==> src/rtl/core/pgnt_pkg.sv <==
// Package for the PGN movetext tokenizer.
// Holds character codes, parameter defaults and the control word of a buffer cell.
// No dependencies.
package pgnt_pkg;

   localparam int TOKEN_MAX_DEFAULT   = 16;
   localparam int NESTING_MAX_DEFAULT = 255;

   localparam logic [7:0] CH_BANG   = 8'h21;
   localparam logic [7:0] CH_QUEST  = 8'h3F;
   localparam logic [7:0] CH_DOLLAR = 8'h24;
   localparam logic [7:0] CH_LBRACE = 8'h7B;
   localparam logic [7:0] CH_RBRACE = 8'h7D;
   localparam logic [7:0] CH_LPAREN = 8'h28;
   localparam logic [7:0] CH_RPAREN = 8'h29;
   localparam logic [7:0] CH_DOT    = 8'h2E;
   localparam logic [7:0] CH_STAR   = 8'h2A;
   localparam logic [7:0] CH_DASH   = 8'h2D;
   localparam logic [7:0] CH_SLASH  = 8'h2F;
   localparam logic [7:0] CH_ZERO   = 8'h30;
   localparam logic [7:0] CH_ONE    = 8'h31;
   localparam logic [7:0] CH_TWO    = 8'h32;
   localparam logic [7:0] CH_NINE   = 8'h39;
   localparam logic [7:0] CH_SPACE  = 8'h20;
   localparam logic [7:0] CH_TAB    = 8'h09;
   localparam logic [7:0] CH_CR     = 8'h0D;

   typedef struct packed {
      logic       shift;
      logic       write;
      logic [7:0] write_char;
   } cell_ctl_type;

endpackage

==> src/rtl/core/pgn_movetext_tokenizer.sv <==
// Top level of the PGN movetext tokenizer.
// Depends on pgnt_pkg and pgnt_cell (token buffer chain).
//
// Usage:
//   req channel: one movetext byte per word (req_text_char), or an end-of-text
//   word (req_end_of_text = 1) that flushes the pending token and clears all
//   parser state.
//   rsp channel: one token character per word, rsp_token_last on the final
//   character, rsp_token_truncated on every character of a token that had a
//   character other than ! or ? beyond the first TOKEN_MAX characters.
//   A byte that does not end a kept token leaves req_ready high. A byte that
//   ends a kept token starts the drain: the token is shifted out of the cell
//   chain one character per cycle while rsp_ready is high, head cell first.
//   req_ready is low while the chain drains.
//   The first character of a token is on rsp in the cycle after the
//   delimiter is accepted.
//   Reset: synchronous; clears parser state and drops any pending output.
//   Buffer contents need no clearing.
//   Stall: while rsp_ready is low the chain holds and the output word stays.
module pgn_movetext_tokenizer
   import pgnt_pkg::*;
#(
   parameter int TOKEN_MAX   = TOKEN_MAX_DEFAULT,
   parameter int NESTING_MAX = NESTING_MAX_DEFAULT
)(
   input  logic       clock,
   input  logic       reset,
   input  logic       req_valid,
   output logic       req_ready,
   input  logic [7:0] req_text_char,
   input  logic       req_end_of_text,
   output logic       rsp_valid,
   input  logic       rsp_ready,
   output logic [7:0] rsp_token_char,
   output logic       rsp_token_last,
   output logic       rsp_token_truncated
);

   localparam int LEN_W   = $clog2(TOKEN_MAX + 1);
   localparam int DEPTH_W = $clog2(NESTING_MAX + 1);

   typedef enum logic [1:0] {
      SHAPE_EMPTY,
      SHAPE_DIGITS,
      SHAPE_DOTS,
      SHAPE_BAD
   } shape_type;

   typedef enum logic {
      ST_IDLE,
      ST_EMIT
   } state_type;

   state_type          state_ff, state_in;
   logic               comment_ff, comment_in;
   logic [DEPTH_W-1:0] depth_ff, depth_in;
   logic [LEN_W-1:0]   length_ff, length_in;
   logic [LEN_W-1:0]   kept_ff, kept_in;
   logic               overflow_ff, overflow_in;
   shape_type          shape_ff, shape_in;
   logic [LEN_W-1:0]   count_ff, count_in;
   logic               trunc_ff, trunc_in;

   logic               req_acc, rsp_acc;
   logic               flush, append, shift;
   logic               is_mark, is_digit, is_blank, full, drop, keep_token;
   logic [7:0]         chr;
   logic [7:0]         buf_q [TOKEN_MAX];
   cell_ctl_type       ctl   [TOKEN_MAX];

   assign req_acc = req_valid & req_ready;
   assign rsp_acc = rsp_valid & rsp_ready;
   assign chr     = req_text_char;

   assign is_mark  = (chr == CH_BANG) || (chr == CH_QUEST);
   assign is_digit = (chr >= CH_ZERO) && (chr <= CH_NINE);
   assign is_blank = chr inside {CH_SPACE, [CH_TAB:CH_CR]};
   assign full     = (length_ff == LEN_W'(TOKEN_MAX));

   assign drop = (shape_ff == SHAPE_DIGITS) || (shape_ff == SHAPE_DOTS)
      || (buf_q[0] == CH_DOLLAR)
      || (length_ff == LEN_W'(3) && buf_q[0] == CH_ONE && buf_q[1] == CH_DASH
          && buf_q[2] == CH_ZERO)
      || (length_ff == LEN_W'(3) && buf_q[0] == CH_ZERO && buf_q[1] == CH_DASH
          && buf_q[2] == CH_ONE)
      || (length_ff == LEN_W'(7) && buf_q[0] == CH_ONE && buf_q[1] == CH_SLASH
          && buf_q[2] == CH_TWO && buf_q[3] == CH_DASH && buf_q[4] == CH_ONE
          && buf_q[5] == CH_SLASH && buf_q[6] == CH_TWO)
      || (length_ff == LEN_W'(1) && buf_q[0] == CH_STAR);

   assign keep_token = (length_ff != '0) && !drop && (kept_ff != '0);

   always_comb begin
      state_in    = state_ff;
      comment_in  = comment_ff;
      depth_in    = depth_ff;
      length_in   = length_ff;
      kept_in     = kept_ff;
      overflow_in = overflow_ff;
      shape_in    = shape_ff;
      count_in    = count_ff;
      trunc_in    = trunc_ff;
      flush       = 1'b0;
      append      = 1'b0;
      shift       = 1'b0;

      case (state_ff)
         ST_IDLE: begin
            if (req_acc) begin
               if (req_end_of_text) begin
                  flush      = 1'b1;
                  comment_in = 1'b0;
                  depth_in   = '0;
               end else if (comment_ff) begin
                  if (chr == CH_RBRACE) begin
                     comment_in = 1'b0;
                  end
               end else if (chr == CH_LBRACE) begin
                  flush      = 1'b1;
                  comment_in = 1'b1;
               end else if (chr == CH_LPAREN) begin
                  flush = 1'b1;
                  if (depth_ff != DEPTH_W'(NESTING_MAX)) begin
                     depth_in = depth_ff + DEPTH_W'(1);
                  end
               end else if (chr == CH_RPAREN) begin
                  flush = 1'b1;
                  if (depth_ff != '0) begin
                     depth_in = depth_ff - DEPTH_W'(1);
                  end
               end else if (is_blank) begin
                  flush = 1'b1;
               end else if (depth_ff == '0) begin
                  append = 1'b1;
               end
            end
         end
         ST_EMIT: begin
            if (rsp_acc) begin
               shift    = 1'b1;
               count_in = count_ff - LEN_W'(1);
               if (count_ff == LEN_W'(1)) begin
                  state_in = ST_IDLE;
               end
            end
         end
         default: begin
            state_in = ST_IDLE;
         end
      endcase

      if (flush) begin
         if (keep_token) begin
            state_in = ST_EMIT;
            count_in = kept_ff;
            trunc_in = overflow_ff;
         end
         length_in   = '0;
         kept_in     = '0;
         overflow_in = 1'b0;
         shape_in    = SHAPE_EMPTY;
      end

      if (append) begin
         case (shape_ff)
            SHAPE_EMPTY:  shape_in = is_digit ? SHAPE_DIGITS : SHAPE_BAD;
            SHAPE_DIGITS: shape_in = is_digit ? SHAPE_DIGITS
                                   : ((chr == CH_DOT) ? SHAPE_DOTS : SHAPE_BAD);
            SHAPE_DOTS:   shape_in = (chr == CH_DOT) ? SHAPE_DOTS : SHAPE_BAD;
            default:      shape_in = SHAPE_BAD;
         endcase
         if (!full) begin
            length_in = length_ff + LEN_W'(1);
            if (!is_mark) begin
               kept_in = length_ff + LEN_W'(1);
            end
         end else if (!is_mark) begin
            overflow_in = 1'b1;
            kept_in     = LEN_W'(TOKEN_MAX);
         end
      end
   end

   always_ff @(posedge clock) begin
      if (reset) begin
         state_ff    <= ST_IDLE;
         comment_ff  <= 1'b0;
         depth_ff    <= '0;
         length_ff   <= '0;
         kept_ff     <= '0;
         overflow_ff <= 1'b0;
         shape_ff    <= SHAPE_EMPTY;
         count_ff    <= '0;
         trunc_ff    <= 1'b0;
      end else begin
         state_ff    <= state_in;
         comment_ff  <= comment_in;
         depth_ff    <= depth_in;
         length_ff   <= length_in;
         kept_ff     <= kept_in;
         overflow_ff <= overflow_in;
         shape_ff    <= shape_in;
         count_ff    <= count_in;
         trunc_ff    <= trunc_in;
      end
   end

   for (genvar i = 0; i < TOKEN_MAX; i++) begin : g_chain
      logic [7:0] next_char;

      assign ctl[i].shift      = shift;
      assign ctl[i].write      = append && !full && (length_ff == LEN_W'(i));
      assign ctl[i].write_char = chr;

      if (i == TOKEN_MAX - 1) begin : g_tail
         assign next_char = 8'h00;
      end else begin : g_body
         assign next_char = buf_q[i+1];
      end

      pgnt_cell u_cell (
         .clock     (clock),
         .ctl       (ctl[i]),
         .next_char (next_char),
         .char_q    (buf_q[i])
      );
   end

   assign req_ready           = (state_ff == ST_IDLE);
   assign rsp_valid           = (state_ff == ST_EMIT);
   assign rsp_token_char      = buf_q[0];
   assign rsp_token_last      = (count_ff == LEN_W'(1));
   assign rsp_token_truncated = trunc_ff;

   a_emit_count : assert property (@(posedge clock) disable iff (reset)
      rsp_valid |-> count_ff != '0)
      else $error("output word with no characters left");

   a_length_bound : assert property (@(posedge clock) disable iff (reset)
      length_ff <= LEN_W'(TOKEN_MAX) && kept_ff <= length_ff)
      else $error("token length out of bounds");

   a_depth_bound : assert property (@(posedge clock) disable iff (reset)
      depth_ff <= DEPTH_W'(NESTING_MAX))
      else $error("nesting depth beyond maximum");

   a_last_ends : assert property (@(posedge clock) disable iff (reset)
      rsp_acc && rsp_token_last |=> req_ready)
      else $error("input not resumed after last character");

endmodule

==> src/rtl/core/pgnt_cell.sv <==
// One character cell of the token buffer chain.
// Depends on pgnt_pkg for the cell control word.
module pgnt_cell
   import pgnt_pkg::*;
(
   input  logic         clock,
   input  cell_ctl_type ctl,
   input  logic [7:0]   next_char,
   output logic [7:0]   char_q
);

   logic [7:0] data_ff;
   logic [7:0] data_in;

   always_comb begin
      data_in = data_ff;
      if (ctl.shift) begin
         data_in = next_char;
      end else if (ctl.write) begin
         data_in = ctl.write_char;
      end
   end

   always_ff @(posedge clock) begin
      data_ff <= data_in;
   end

   assign char_q = data_ff;

endmodule
==> config.mk <==
export PLATFORM = sky130hd
export DESIGN_NAME = pgn_movetext_tokenizer
export DESIGN_NICKNAME = d
export VERILOG_FILES = /design/src/rtl/core/pgnt_pkg.sv /design/src/rtl/core/pgn_movetext_tokenizer.sv /design/src/rtl/core/pgnt_cell.sv
export SDC_FILE = /design/constraint.sdc
export NUM_CORES = 1
export LEC_CHECK = 0
export BUFFER_PORTS_ARGS = -buffer_cell sky130_fd_sc_hd__buf_2
export CAP_MARGIN = 20
export CORE_UTILIZATION = 48
export DETAILED_ROUTE_END_ITERATION = 6
export PLACE_DENSITY = 0.7
export SYNTH_ARGS = -nofsm -noshare
export SYNTH_HDL_FRONTEND = slang
export SYNTH_SLANG_ARGS = --single-unit
==> constraint.sdc <==
create_clock -name clock -period 7.62 [get_ports clock]
set_input_delay 0.381 -clock clock [delete_from_list [all_inputs] [get_ports clock]]
set_output_delay 0.381 -clock clock [all_outputs]
set_load 0.01 [all_outputs]
* Yosys cells after proc, flatten, opt, wreduce, memory -nomap -nowiden
Cells that the tools add are included.
** Word-level totals
- Bits in registers :: 157
- Bits in latches :: 0
- Bits in writable memories :: 0
- Memory bits (read-only) :: 0
- Bits of input ports :: 13
- Output and inout bits :: 12
- Logic and storage cells :: 239
- Memories :: 0
** Operators by class
- Add/subtract/negate cells :: 4
- Multipliers :: 0
- Div/mod/pow operators :: 0
- $lt $le $gt $ge :: 4
- Equality and inequality tests :: 44
- Shift operators :: 0
- Mux-type cells :: 87
- Bitwise logic cells :: 3
- Reductions and logical operators :: 72
** Operators with widths (number)
- $mux 8 :: 37
- $eq 8x6->1 const B :: 19
- $mux 5 :: 12
- $eq 5x4->1 const B :: 8
- $logic_and 1x1->1 :: 35
- $reduce_bool 2->1 :: 17
- $mux 1 :: 33
- $eq 5x3->1 const B :: 4
- $eq 8x7->1 const B :: 2
- $eq 5x1->1 const B :: 2
- $eq 5x2->1 const B :: 2
- $reduce_bool 5->1 :: 2
- $add 8x1->8 const B :: 1
- $ge 8x4->1 const B :: 1
- $ge 8x6->1 const B :: 1
- $le 8x4->1 const B :: 1
- $le 8x6->1 const B :: 1
- $logic_not 8->1 :: 1
- $mux 2 :: 4
- $ne 8x8->1 const B :: 1
- $reduce_bool 8->1 :: 1
- $sub 8x1->8 const B :: 1
- $logic_or 1x1->1 :: 7
- $reduce_and 7->1 :: 1
- other kinds (15) :: 20

* Depth between registers and ports, before layout
Gate-level depths: netlist of the first run.
- Depth after elaboration :: 15
- Mapped depth :: 11
- Depth with buffers taken out :: 10

* Cells and area by module
From an unflattened synthesis of the first run, not the netlist that was laid out.
** Unflattened totals
- Cell total of the unflattened synthesis :: 600
- Area, all modules :: 8388.0 um^2
** By module, submodules not included
- pgnt_cell :: instances 16, cells each 18, area each 377.9 um^2
- pgn_movetext_tokenizer :: instances 1, cells each 312, area each 2342.2 um^2

* Least setup slack after synthesis of the first run
OpenSTA, ideal clock, no wires.
- Path type :: reg-to-reg
- Start point :: register depth_ff[3]
- End point :: register g_chain[10].u_cell.data_ff[0], enable pin
- Library setup time :: 0.384 ns
- Data arrival time :: 2.581 ns
- Data required time :: 7.236 ns
- Setup slack :: 4.655 ns
- Stages on the path, launching flop included :: 6
- Buffers on the path :: 0
- Clock period less this slack :: 2.965 ns
- Path through :: dfxtp_1 -> or4_4 -> or4_4 -> a211oi_4 -> nand3_1 -> o21ai_0
** On the way
- Cells in the longest elaborated chain, start to end :: 13
** Ends and longest elaborated chain
- from (decl) :: RTL line pgn_movetext_tokenizer.sv:56 : logic [DEPTH_W-1:0] depth_ff, depth_in;
- from (signal assigned) :: RTL line pgn_movetext_tokenizer.sv:198 : depth_ff <= depth_in;
- $logic_not 8->1 :: RTL line pgn_movetext_tokenizer.sv:133 : end else if (depth_ff == '0) begin
- $mux 1 :: RTL line pgn_movetext_tokenizer.sv:133
- $mux 1 :: RTL line pgn_movetext_tokenizer.sv:131 : end else if (is_blank) begin
- $mux 1 :: RTL line pgn_movetext_tokenizer.sv:126 : end else if (chr == CH_RPAREN) begin
- $mux 1 :: RTL line pgn_movetext_tokenizer.sv:121 : end else if (chr == CH_LPAREN) begin
- $mux 1 :: RTL line pgn_movetext_tokenizer.sv:118 : end else if (chr == CH_LBRACE) begin
- $mux 1 :: RTL line pgn_movetext_tokenizer.sv:114 : end else if (comment_ff) begin
- $mux 1 :: RTL line pgn_movetext_tokenizer.sv:110 : if (req_end_of_text) begin
- $mux 1 :: RTL line pgn_movetext_tokenizer.sv:109 : if (req_acc) begin
- $mux 1 :: RTL line pgn_movetext_tokenizer.sv:107 : case (state_ff)
- $logic_and 1x1->1 (2 in a row) :: RTL line pgn_movetext_tokenizer.sv:212 : assign ctl[i].write = append && !full && (length_ff == LEN_W'(i));
- $reduce_bool 2->1 (no line)
- to (signal assigned) :: RTL line pgnt_cell.sv:25 : data_ff <= data_in;
- to (decl) :: RTL line pgnt_cell.sv:12 : logic [7:0] data_ff;
No other way between the ends.
A chain may end at the register's enable or synchronous reset.

* Final worst setup path of the first run
- Start point :: register depth_ff[3]
- End point :: register g_chain[1].u_cell.data_ff[2], enable pin
** On the way
- Cells in the longest elaborated chain, start to end :: 13
** Ends and longest elaborated chain (RTL line)
- $logic_not 8->1 :: pgn_movetext_tokenizer.sv:133
- $mux 1 :: pgn_movetext_tokenizer.sv:133
- $mux 1 :: pgn_movetext_tokenizer.sv:131
- $mux 1 :: pgn_movetext_tokenizer.sv:126
- $mux 1 :: pgn_movetext_tokenizer.sv:121
- $mux 1 :: pgn_movetext_tokenizer.sv:118
- $mux 1 :: pgn_movetext_tokenizer.sv:114
- $mux 1 :: pgn_movetext_tokenizer.sv:110
- $mux 1 :: pgn_movetext_tokenizer.sv:109
- $mux 1 :: pgn_movetext_tokenizer.sv:107
- $logic_and 1x1->1 (2 in a row) :: pgn_movetext_tokenizer.sv:212
- $reduce_bool 2->1 (no line)
- to (signal assigned) :: pgnt_cell.sv:25
- to (decl) :: pgnt_cell.sv:12
No other way between the ends.

==> results.py, run 1 <==
metrics = {
    "clock_tree": {
        "clk_pin_slew_ns": 0.06,
        "cts.repair.resized": 0,
        "cts.sinks": 157,
        "post_cts_buffers": 0,
        "ctsHtreeMaxLevel": 4,
        "clk_latency_ns": 0.43,
        "numCtsBuffers": 17,
        "clock-root-buffer": "clkbuf_16",
        "cts_tree": "done",
        "cts_hold_buf": 0,
        "cts_buffer_depth": 2,
    },
    "synth": {
        "ys_top_cells_by_area": "edfxtp_1 49%, a21o_1 12%, dfxtp_1 10%",
        "yosys.cell_types.count": 67,
        "synth_area_mm2": 0.00728,
        "syn-instance-count": 600,
        "muxShareOfSynthArea_pct": 1.25,
        "synth_simple_gate_area_share_pct": 11.4,
        "yosys_warnings": 0,
        "synth_edf_count": 120,
        "yosysMostFrequentCell": "a21o_1",
        "synth_compound_area_share_pct": 19.9,
        "synthXorXnorAreaFrac_pct": 1.08,
        "synth_nets": 631,
        "synth_flop_cell": "edfxtp_1",
        "syn-mean-instance-area_um2": 12.1,
        "synth.cells.most_frequent": "121 x a21o_1, 120 x edfxtp_1, 37 x clkbuf_1, 37 x dfxtp_1, 34 x nor2_1",
        "synth_top_family_by_area": "compound AO/OA/AOI/OAI gates",
        "async_reset_ff_share_pct": 0,
        "ys_seq_elements": 157,
        "yosysTopAreaCellShare_pct": 49.5,
        "yosysSeqAreaShare_pct": 59.6,
        "synth_fa_ha_area_share_pct": 3.20,
        "synth_area_leader_cell": "edfxtp_1",
    },
    "worst_setup_path": {
        "worstSetupPathType": "reg -> reg",
        "r2r-start": "depth_ff[3]",
        "reg2reg_slack_ns": 4.12,
        "crit_family": "simple AND/OR/NAND/NOR gates",
        "slowest_delay_ns": 0.94,
        "worst_ep_arrival_time_ns": 3.54,
        "critPathSlowestCell": "o21ai_0",
        "cpMostUsedCell": "or4_4",
        "worstSetupEndpointType": "register",
        "start_kind": "register",
        "worst-path-buf-inv": 0,
        "crit_path_max_fanout": 10,
        "rr_worst_depth": 5,
        "crit_path_end": "g_chain[1].u_cell.char_q[2]",
        "cp.depth": 5,
        "path_cells": "or4_4 > or4_4 > a211oi_4 > nand2_1 > o21ai_0",
        "worstSetupStartpoint": "depth_ff[3]",
        "required_ns": 7.66,
        "regToRegEndpoint": "g_chain[1].u_cell.char_q[2]",
    },
    "detailed_routing": {
        "first_iter_violations": 599,
        "dr.pass1.iters": 7,
        "dr_total_vias": 4859,
        "avgViaCountPerCell": 6.03,
        "wl_um": 15600,
        "ant_nets": 0,
        "drc": 4,
        "routedWlPerCell_um": 19.3,
    },
    "place": {
        "gp_congestion": 0.900,
        "port_buffers": 24,
        "hpwl_um": 10300,
        "place_ws_ns": 4.09,
    },
    "pwr": {
        "ir_drop_v": 0.000152,
        "power_frac_comb_pct": 5.2,
        "p_clk_share_pct": 44.6,
        "p_per_area_mw_per_mm2": 230,
        "p_int_uw": 1470,
        "power_frac_seq_pct": 50.3,
        "switching_power_uw": 392,
        "netSwitchingFraction_pct": 21.0,
        "cellLeakagePower_uw": 0.00340,
    },
    "timing": {
        "period_share_pct": 45.9,
        "final-max-slew-violation-count": 0,
        "fin_setup_tns_ns": 0,
        "slew-limit-headroom_pct": 27.7,
        "worstMarginPinSlew_ns": 1.07,
        "fin_skew_ns": 0.00850,
        "finalHoldViolCount": 0,
        "fmax_mhz": 286,
        "layout_setup_ws_ns": 4.12,
        "rsz0062_at_grt": "no",
        "fin_crit_ns": 3.50,
        "finalSetupViolCount": 0,
    },
    "run_status": {
        "status": "finished with violations",
        "failed_checks": "design-rule violations",
    },
    "worst_hold_path": {
        "hold_class": "in -> reg",
    },
    "global_routing": {
        "antenna_found_initial": 0,
        "grt_pass1_wl_um": 25100,
        "grt_pass1_vias": 4783,
        "grt_usage_pct": 21.2,
        "grt-ovfl-total": 0,
        "grt_start_max_net_pins": 79,
    },
    "floorplan": {
        "num_io_pins": 25,
        "start_util_pct": 49.7,
        "rows": 44,
        "die_h_um": 125,
        "core_mm2": 0.0146,
        "dieWidth_um": 125,
        "die_area_mm2": 0.0157,
    },
    "cells_and_area": {
        "regArea_mm2": 0.00434,
        "nets": 640,
        "antenna_cells": 0,
        "area_growth_pct": 11.3,
        "multi_input_area_mm2": 0.00269,
        "fillers": 1205,
        "drive_gt1_share_pct": 12.7,
    },
    "job": {
        "cap_violations": 0,
    },
}
## metrics by stage
| step | std cells | hold slack (ns) | cell area, µm² | power (µW) | util [%] |
|---|---|---|---|---|---|
| 2_1_floorplan | 600 | 0.443 | 7280 | 1020 | - |
| 3_3_place_gp | 769 | 0.464 | 7470 | 1050 | 51.0 |
| 3_5_place_dp | 769 | 0.462 | 7470 | 1050 | 51.0 |
| 4_1_cts | 801 | 0.242 | 8080 | 1880 | 55.1 |
| 5_1_grt | 806 | 0.286 | 8110 | 1930 | 55.3 |
| 6_report | 806 | 0.259 | 8110 | 1860 | 55.3 |
## placed cells by master (no fill, tap or decap), drive strengths merged, types with 5 or more instances in the layout
cell,instances
buf,29
nand3,13
nor3,14
a21oi,14
or4,6
o21ai,23
clkbuf,28
dfxtp,37
nand2,27
a22o,5
a21o,122
and2,12
edfxtp,120
ha,17
inv,21
nor2,34
nand4,7
mux2i,8
xnor2,8
a211oi,7
## per-layer routing
metal  up-vias  wire length (µm)  global-route usage, %
met1      2377              7180                   29.6
met3        30               959                   4.54
met4         0               353                   8.97
met5         -                 0                      0
li1       2273                 -                      -
met2       179              7060                   32.0
## sequential cells by signal (all words and copies together), names as in the netlist
register               cells
comment_ff                 1
count_ff                   5
depth_ff                   8
g_chain.u_cell.char_q    128
kept_ff                    5
length_ff                  5
overflow_ff                1
rsp_token_truncated        1
rsp_valid                  1
shape_ff                   2
## how the worst min path moves through the flow
stage                              startpoint             endpoint  slack, ns  cells after the start
final                               rsp_ready            rsp_valid       0.26                      4
after global routing                rsp_ready            rsp_valid       0.29                      4
after CTS                           rsp_ready            rsp_valid       0.24                      4
after detailed placement          overflow_ff  rsp_token_truncated       0.46                      2
after global placement    rsp_token_truncated  rsp_token_truncated       0.46                      2
after floorplan                   overflow_ff  rsp_token_truncated       0.44                      2
## final cells by class
| cell class | instances | area share (%) |
|---|---|---|
| Tap cell | 184 | 2.84 |
| Multi-Input combinational cell | 382 | 33.2 |
| Clock inverter | 6 | 0.587 |
| Sequential cell | 157 | 53.6 |
| Inverter | 20 | 0.926 |
| Clock buffer | 26 | 6.82 |
| Timing Repair Buffer | 31 | 2.04 |
## worst reg2reg max path, delay by kind of cell (launching register included)
family             cells  cell delay (ns)
DFF                    1             0.33
AOI/OAI and AO/OA      2             1.36
and+or+nand+nor        3             1.42
## power groups by stage
stage | sequential (µW) | clock (µW) | combinational (µW)
CTS | 936 | 844 | 95.4
detailed placement | 954 | 0 | 94.5
global placement | 954 | 0 | 93.3
floorplan | 953 | 0 | 66.2
finish | 936 | 830 | 96.4
global route | 936 | 885 | 105
## logic make-up (layout without fill, tap and decap cells)
group	after synthesis	after routing
compound gates	197	197
xor+xnor	9	9
fa+ha+maj	18	18
buf+inv	61	83
flops	157	157
mux	9	9
simple gates	149	149
Power figures use the tool's default switching activity.
==> run 2, diff against run 1 <==
--- a/config.mk
+++ b/config.mk
@@ -9,7 +9,7 @@
 export CAP_MARGIN = 20
 export CORE_UTILIZATION = 48
 export DETAILED_ROUTE_END_ITERATION = 6
-export PLACE_DENSITY = 0.7
+export PLACE_DENSITY = 0.73
 export SYNTH_ARGS = -nofsm -noshare
 export SYNTH_HDL_FRONTEND = slang
 export SYNTH_SLANG_ARGS = --single-unit
==> constraint.sdc (replaced) <==
create_clock -name clock -period 3.1 [get_ports clock]
set_input_delay 0.155 -clock clock [delete_from_list [all_inputs] [get_ports clock]]
set_output_delay 0.155 -clock clock [all_outputs]
set_load 0.01 [all_outputs]
==> run 2 against run 1 <==
Effect of this change:
- the flow still finishes with violations (design-rule violations)
- die area unchanged
- clock-buffer cell count is 7 lower
- combinational power grew 140%
- critical endpoint is now g_chain[14].u_cell.char_q[6]
- final area is 0.85% higher
- global-route usage shrank 1.5 points
- critical path type unchanged
==> results.py, run 2 (same netlist as run 1, synthesis figures left out) <==
metrics = {
    "clock_tree": {
        "cts_buffer_depth": 2,
        "post_cts_buffers": 0,
        "cts_hold_buf": 0,
        "numCtsBuffers": 17,
        "clk_latency_ns": 0.43,
        "cts.sinks": 157,
        "clk_pin_slew_ns": 0.06,
        "cts_tree": "done",
        "ctsHtreeMaxLevel": 4,
        "clock-root-buffer": "clkbuf_16",
        "cts.repair.resized": 0,
    },
    "cells_and_area": {
        "antenna_cells": 0,
        "final_common_cell": "a21o_1",
        "most-common-layout-cells": "121 x a21o_1, 120 x edfxtp_1, 37 x dfxtp_1",
        "area_growth_pct": 12.2,
        "instances_no_fill": 818,
        "drive_gt1_share_pct": 14.2,
        "largest_reg_flops": 128,
        "fillers": 1200,
        "nets": 653,
        "final_util_pct": 55.8,
    },
    "detailed_routing": {
        "dr_total_vias": 4858,
        "routedWlPerCell_um": 17.9,
        "ant_nets": 0,
        "first_iter_violations": 344,
        "drc": 4,
        "avgViaCountPerCell": 5.94,
        "wl_um": 14700,
        "dr.pass1.iters": 7,
    },
    "floorplan": {
        "dieWidth_um": 125,
        "num_io_pins": 25,
        "core_mm2": 0.0146,
        "die_area_mm2": 0.0157,
        "die_h_um": 125,
        "rows": 44,
        "start_util_pct": 49.7,
    },
    "global_routing": {
        "grt_usage_pct": 19.6,
        "antenna_found_initial": 0,
        "grt_pass1_wl_um": 24100,
        "grt-ovfl-total": 0,
        "grt_pass1_vias": 4732,
        "grt_start_max_net_pins": 73,
    },
    "place": {
        "dp_cells": 787,
        "hpwl_um": 10100,
        "port_buffers": 24,
        "gp_congestion": 0.956,
    },
    "pwr": {
        "p_per_area_mw_per_mm2": 550,
        "cellLeakagePower_uw": 0.00345,
        "p_int_uw": 3550,
        "ir_drop_v": 0.000411,
        "power_frac_seq_pct": 51.2,
        "switching_power_uw": 946,
        "finalPower_uw": 4500,
        "p_clk_share_pct": 43.7,
        "power_frac_comb_pct": 5.1,
        "netSwitchingFraction_pct": 21.0,
    },
    "timing": {
        "final-max-slew-violation-count": 0,
        "fin_skew_ns": 0.0157,
        "worstMarginPinSlew_ns": 0.936,
        "fin_setup_tns_ns": 0,
        "rsz0062_at_grt": "no",
        "finalHoldViolCount": 0,
        "finalSetupViolCount": 0,
        "period_share_pct": 84.1,
        "fin_crit_ns": 2.61,
        "slew-limit-headroom_pct": 37.6,
        "fmax_mhz": 384,
    },
    "worst_setup_path": {
        "cp.depth": 6,
        "worstSetupEndpointType": "register",
        "start_kind": "register",
        "cpMostUsedCell": "or4_4",
        "critPathSlowestCell": "or4_4",
        "slowest_delay_ns": 0.55,
        "r2r-start": "depth_ff[3]",
        "crit_family": "simple AND/OR/NAND/NOR gates",
        "crit_path_max_fanout": 8,
        "worst_ep_arrival_time_ns": 2.74,
        "worst-path-buf-inv": 1,
        "path_cells": "or4_4 > or4_4 > a211oi_4 > nand3_1 > o21ai_0 > buf_4",
        "worstSetupPathType": "reg -> reg",
        "regToRegEndpoint": "g_chain[14].u_cell.char_q[6]",
        "rr_worst_depth": 6,
        "worstSetupStartpoint": "depth_ff[3]",
        "reg2reg_slack_ns": 0.49,
        "required_ns": 3.23,
    },
    "worst_hold_path": {
        "hold_depth": 4,
        "min_from": "rsp_ready",
        "hold_class": "in -> reg",
        "holdPathEnd": "rsp_valid",
    },
    "run_status": {
        "status": "finished with violations",
        "failed_checks": "design-rule violations",
    },
    "job": {
        "cap_violations": 0,
    },
}
run 2: tightest hold or removal path, delay by kind of cell:
kind / cells / cell delay, ns
compound gates: 1 / 0.06
buf+inv: 1 / 0.10
simple gates: 2 / 0.10
run 2: worst max-delay path by stage:
stage               slack [ns]                           end
finish                    0.49  g_chain[14].u_cell.char_q[6]
global route              0.33  g_chain[13].u_cell.char_q[5]
CTS                       0.50  g_chain[14].u_cell.char_q[3]
detailed placement        0.34                   depth_ff[7]
global placement          0.44                   depth_ff[7]
floorplan                 0.13  g_chain[10].u_cell.char_q[0]
run 2: area by class of cell:
| cell class | instances | area (µm²) | area share, % |
|---|---|---|---|
| inverter | 20 | 75.1 | 0.918 |
| timing repair buffer | 44 | 283 | 3.46 |
| multi-input combinational | 382 | 2690 | 32.9 |
| clock buffer | 19 | 433 | 5.30 |
| sequential | 157 | 4340 | 53.1 |
| tap | 184 | 230 | 2.82 |
| clock inverter | 12 | 121 | 1.48 |
run 2: per-stage QoR:
step	area [µm²]	hold slack (ns)	setup slack, ns
after floorplan	7280	0.299	0.135
after global placement	7620	0.457	0.445
after detailed placement	7620	0.471	0.338
after CTS	8170	0.0256	0.500
after global routing	8170	0.0526	0.327
final	8170	0.0478	0.493
run 2: power by group through the flow:
stage / clock (µW) / sequential (µW) / combinational [µW]
6_report: 1970 / 2300 / 230
5_1_grt: 2080 / 2300 / 253
4_1_cts: 2000 / 2300 / 231
3_5_place_dp: 0 / 2350 / 229
3_3_place_gp: 0 / 2340 / 219
2_1_floorplan: 0 / 2340 / 163
run 2: routing by layer:
layer / GRT usage, % / part of all wire [%] / vias up
li1: - / - / 2295
met1: 25.3 / 45 / 2427
met2: 32.9 / 49 / 124
met3: 4.54 / 4.0 / 12
met4: 6.24 / 1.4 / 0
met5: 0 / 0 / -
==> run 3, diff against run 2 <==
==> constraint.sdc (replaced) <==
create_clock -name clock -period 2.3 [get_ports clock]
set_input_delay 0.115 -clock clock [delete_from_list [all_inputs] [get_ports clock]]
set_output_delay 0.115 -clock clock [all_outputs]
set_load 0.01 [all_outputs]
==> run 3 against run 2 <==
Effect of this change:
- the flow finishes with violations (design-rule violations, negative setup slack)
- clock skew decreased by 0.0090 ns
- flip-flop and latch count unchanged
- routed wire length increased by 12%
- combinational power increased by 73%
- first-iteration DRC count increased by 36%
- global-route usage increased by 2.7 points
- sequential share of layout area decreased by 3.4 points
- setup slack got worse by 0.76 ns
- largest cell class unchanged
- highest routed layer unchanged
==> results.py, run 3 (same netlist as run 1, synthesis figures left out) <==
metrics = {
    "run_status": {
        "status": "finished with violations",
        "failed_checks": "design-rule violations, negative setup slack",
    },
    "floorplan": {
        "die_area_mm2": 0.0157,
        "rows": 44,
        "dieWidth_um": 125,
        "core_mm2": 0.0146,
        "start_util_pct": 49.7,
        "die_h_um": 125,
        "num_io_pins": 25,
    },
    "pwr": {
        "power_frac_seq_pct": 51.2,
        "ir_drop_v": 0.000489,
        "cellLeakagePower_uw": 0.00369,
        "netSwitchingFraction_pct": 22.0,
        "switching_power_uw": 1330,
        "p_per_area_mw_per_mm2": 693,
        "finalPower_uw": 6050,
        "p_int_uw": 4720,
        "power_frac_comb_pct": 6.6,
        "p_clk_share_pct": 42.2,
    },
    "worst_setup_path": {
        "worstSetupPathType": "reg -> reg",
        "required_ns": 2.40,
        "critPathSlowestCell": "or4_4",
        "slowest_delay_ns": 0.53,
        "worstSetupEndpointType": "register",
        "worst_ep_arrival_time_ns": 2.66,
        "crit_family": "simple AND/OR/NAND/NOR gates",
        "cpMostUsedCell": "or4_4",
        "start_kind": "register",
        "worst-path-buf-inv": 1,
        "crit_path_max_fanout": 8,
        "path_cells": "or4_4 > or4_4 > a211oi_4 > buf_6 > nand3_4 > o21ai_4",
    },
    "global_routing": {
        "grt_start_max_net_pins": 84,
        "grt_usage_pct": 22.3,
        "grt_pass1_vias": 5135,
        "grt_pass1_wl_um": 26900,
        "antenna_found_initial": 0,
        "grt-ovfl-total": 0,
    },
    "place": {
        "port_buffers": 24,
        "dp_cells": 821,
        "hpwl_um": 11300,
        "gp_congestion": 0.903,
        "place_area_mm2": 0.00808,
    },
    "timing": {
        "worstMarginPinSlew_ns": 0.942,
        "worst_hold_slack_ns": 0.0863,
        "fin_setup_tns_ns": -31.53,
        "fin_crit_ns": 2.56,
        "finalSetupViolCount": 141,
        "slew-limit-headroom_pct": 37.1,
        "rsz0062_at_grt": "yes",
        "final-max-slew-violation-count": 0,
        "fmax_mhz": 390,
        "fin_skew_ns": 0.00667,
        "finalHoldViolCount": 0,
        "layout_setup_ws_ns": -0.265,
        "period_share_pct": 112,
    },
    "cells_and_area": {
        "nets": 692,
        "fillers": 1117,
        "drive_gt1_share_pct": 22.9,
        "largest_reg_flops": 128,
        "final_common_cell": "a21o_1",
        "area_growth_pct": 19.9,
        "antenna_cells": 0,
        "multi_input_area_mm2": 0.00295,
        "instances_no_fill": 856,
        "regArea_mm2": 0.00435,
        "most-common-layout-cells": "121 x a21o_1, 120 x edfxtp_1, 52 x buf_4",
        "final_area_mm2": 0.00874,
    },
    "job": {
        "cap_violations": 0,
    },
    "clock_tree": {
        "clk_pin_slew_ns": 0.06,
        "cts.sinks": 157,
        "cts_tree": "done",
        "ctsHtreeMaxLevel": 4,
        "cts_buffer_depth": 2,
        "clock-root-buffer": "clkbuf_16",
        "clk_latency_ns": 0.42,
        "numCtsBuffers": 17,
    },
    "detailed_routing": {
        "routedWlPerCell_um": 19.1,
        "first_iter_violations": 467,
        "drc": 2,
        "dr_total_vias": 5088,
        "avgViaCountPerCell": 5.94,
        "wl_um": 16400,
        "dr.pass1.iters": 7,
        "ant_nets": 0,
    },
    "worst_hold_path": {
        "hold_class": "in -> reg",
    },
}
## run 3: final timing paths
check / depth (start not counted) / slack (ns) / endpoint / from
worst max-delay path: 6 / -0.26 / g_chain[14].u_cell.char_q[5] / depth_ff[3]
worst min-delay path: 4 / 0.09 / g_chain[15].u_cell.char_q[0] / req_text_char[0]
worst max register to register: 6 / -0.26 / g_chain[14].u_cell.char_q[5] / depth_ff[3]
worst min register to register: 2 / 0.47 / rsp_token_truncated / overflow_ff
## run 3: final cells by class
| type | count | share of cell area [%] |
|---|---|---|
| clock buffer | 18 | 4.91 |
| clock inverter | 12 | 1.13 |
| inverter | 20 | 0.859 |
| multi-input combinational | 382 | 33.8 |
| sequential | 157 | 49.7 |
| tap | 184 | 2.64 |
| timing repair buffer | 83 | 6.93 |
## run 3: worst register-to-register path, stage by stage, from the launching register on
cell and delay (ns):
dfxtp_2 0.32, or4_4 0.53, or4_4 0.50, a211oi_4 0.17
buf_6 0.15, nand3_4 0.20, o21ai_4 0.36
## run 3: per-stage QoR
stage | utilization, % | worst slack, ns
floorplan | - | -0.413
global placement | 55.1 | -0.300
detailed placement | 55.1 | -0.346
CTS | 59.3 | -0.281
global route | 59.7 | -0.342
finish | 59.7 | -0.265
## run 3: power by group through the flow
| stage | logic [µW] | clock network, µW | registers [µW] |
|---|---|---|---|
| after floorplan | 236 | 0 | 3160 |
| after global placement | 360 | 0 | 3160 |
| after detailed placement | 372 | 0 | 3160 |
| after CTS | 385 | 2590 | 3100 |
| after global routing | 431 | 2710 | 3100 |
| final | 398 | 2550 | 3100 |
## run 3: metal layers
metal | part of all wire [%] | vias up | track usage, %
li1 | - | 2369 | -
met1 | 44 | 2546 | 29.4
met2 | 49 | 148 | 36.3
met3 | 4.6 | 25 | 4.58
met4 | 1.8 | 0 | 8.61
met5 | 0 | - | 0
## run 3: what timing repair did
action                                  in CTS  in global routing
resized for setup                           10                  7
hold buffers                                 1                  0
pin swaps                                    7                  8
buffers inserted                             3                  2
endpoints found under the setup margin     139                147
endpoints found under the hold margin        1                  0
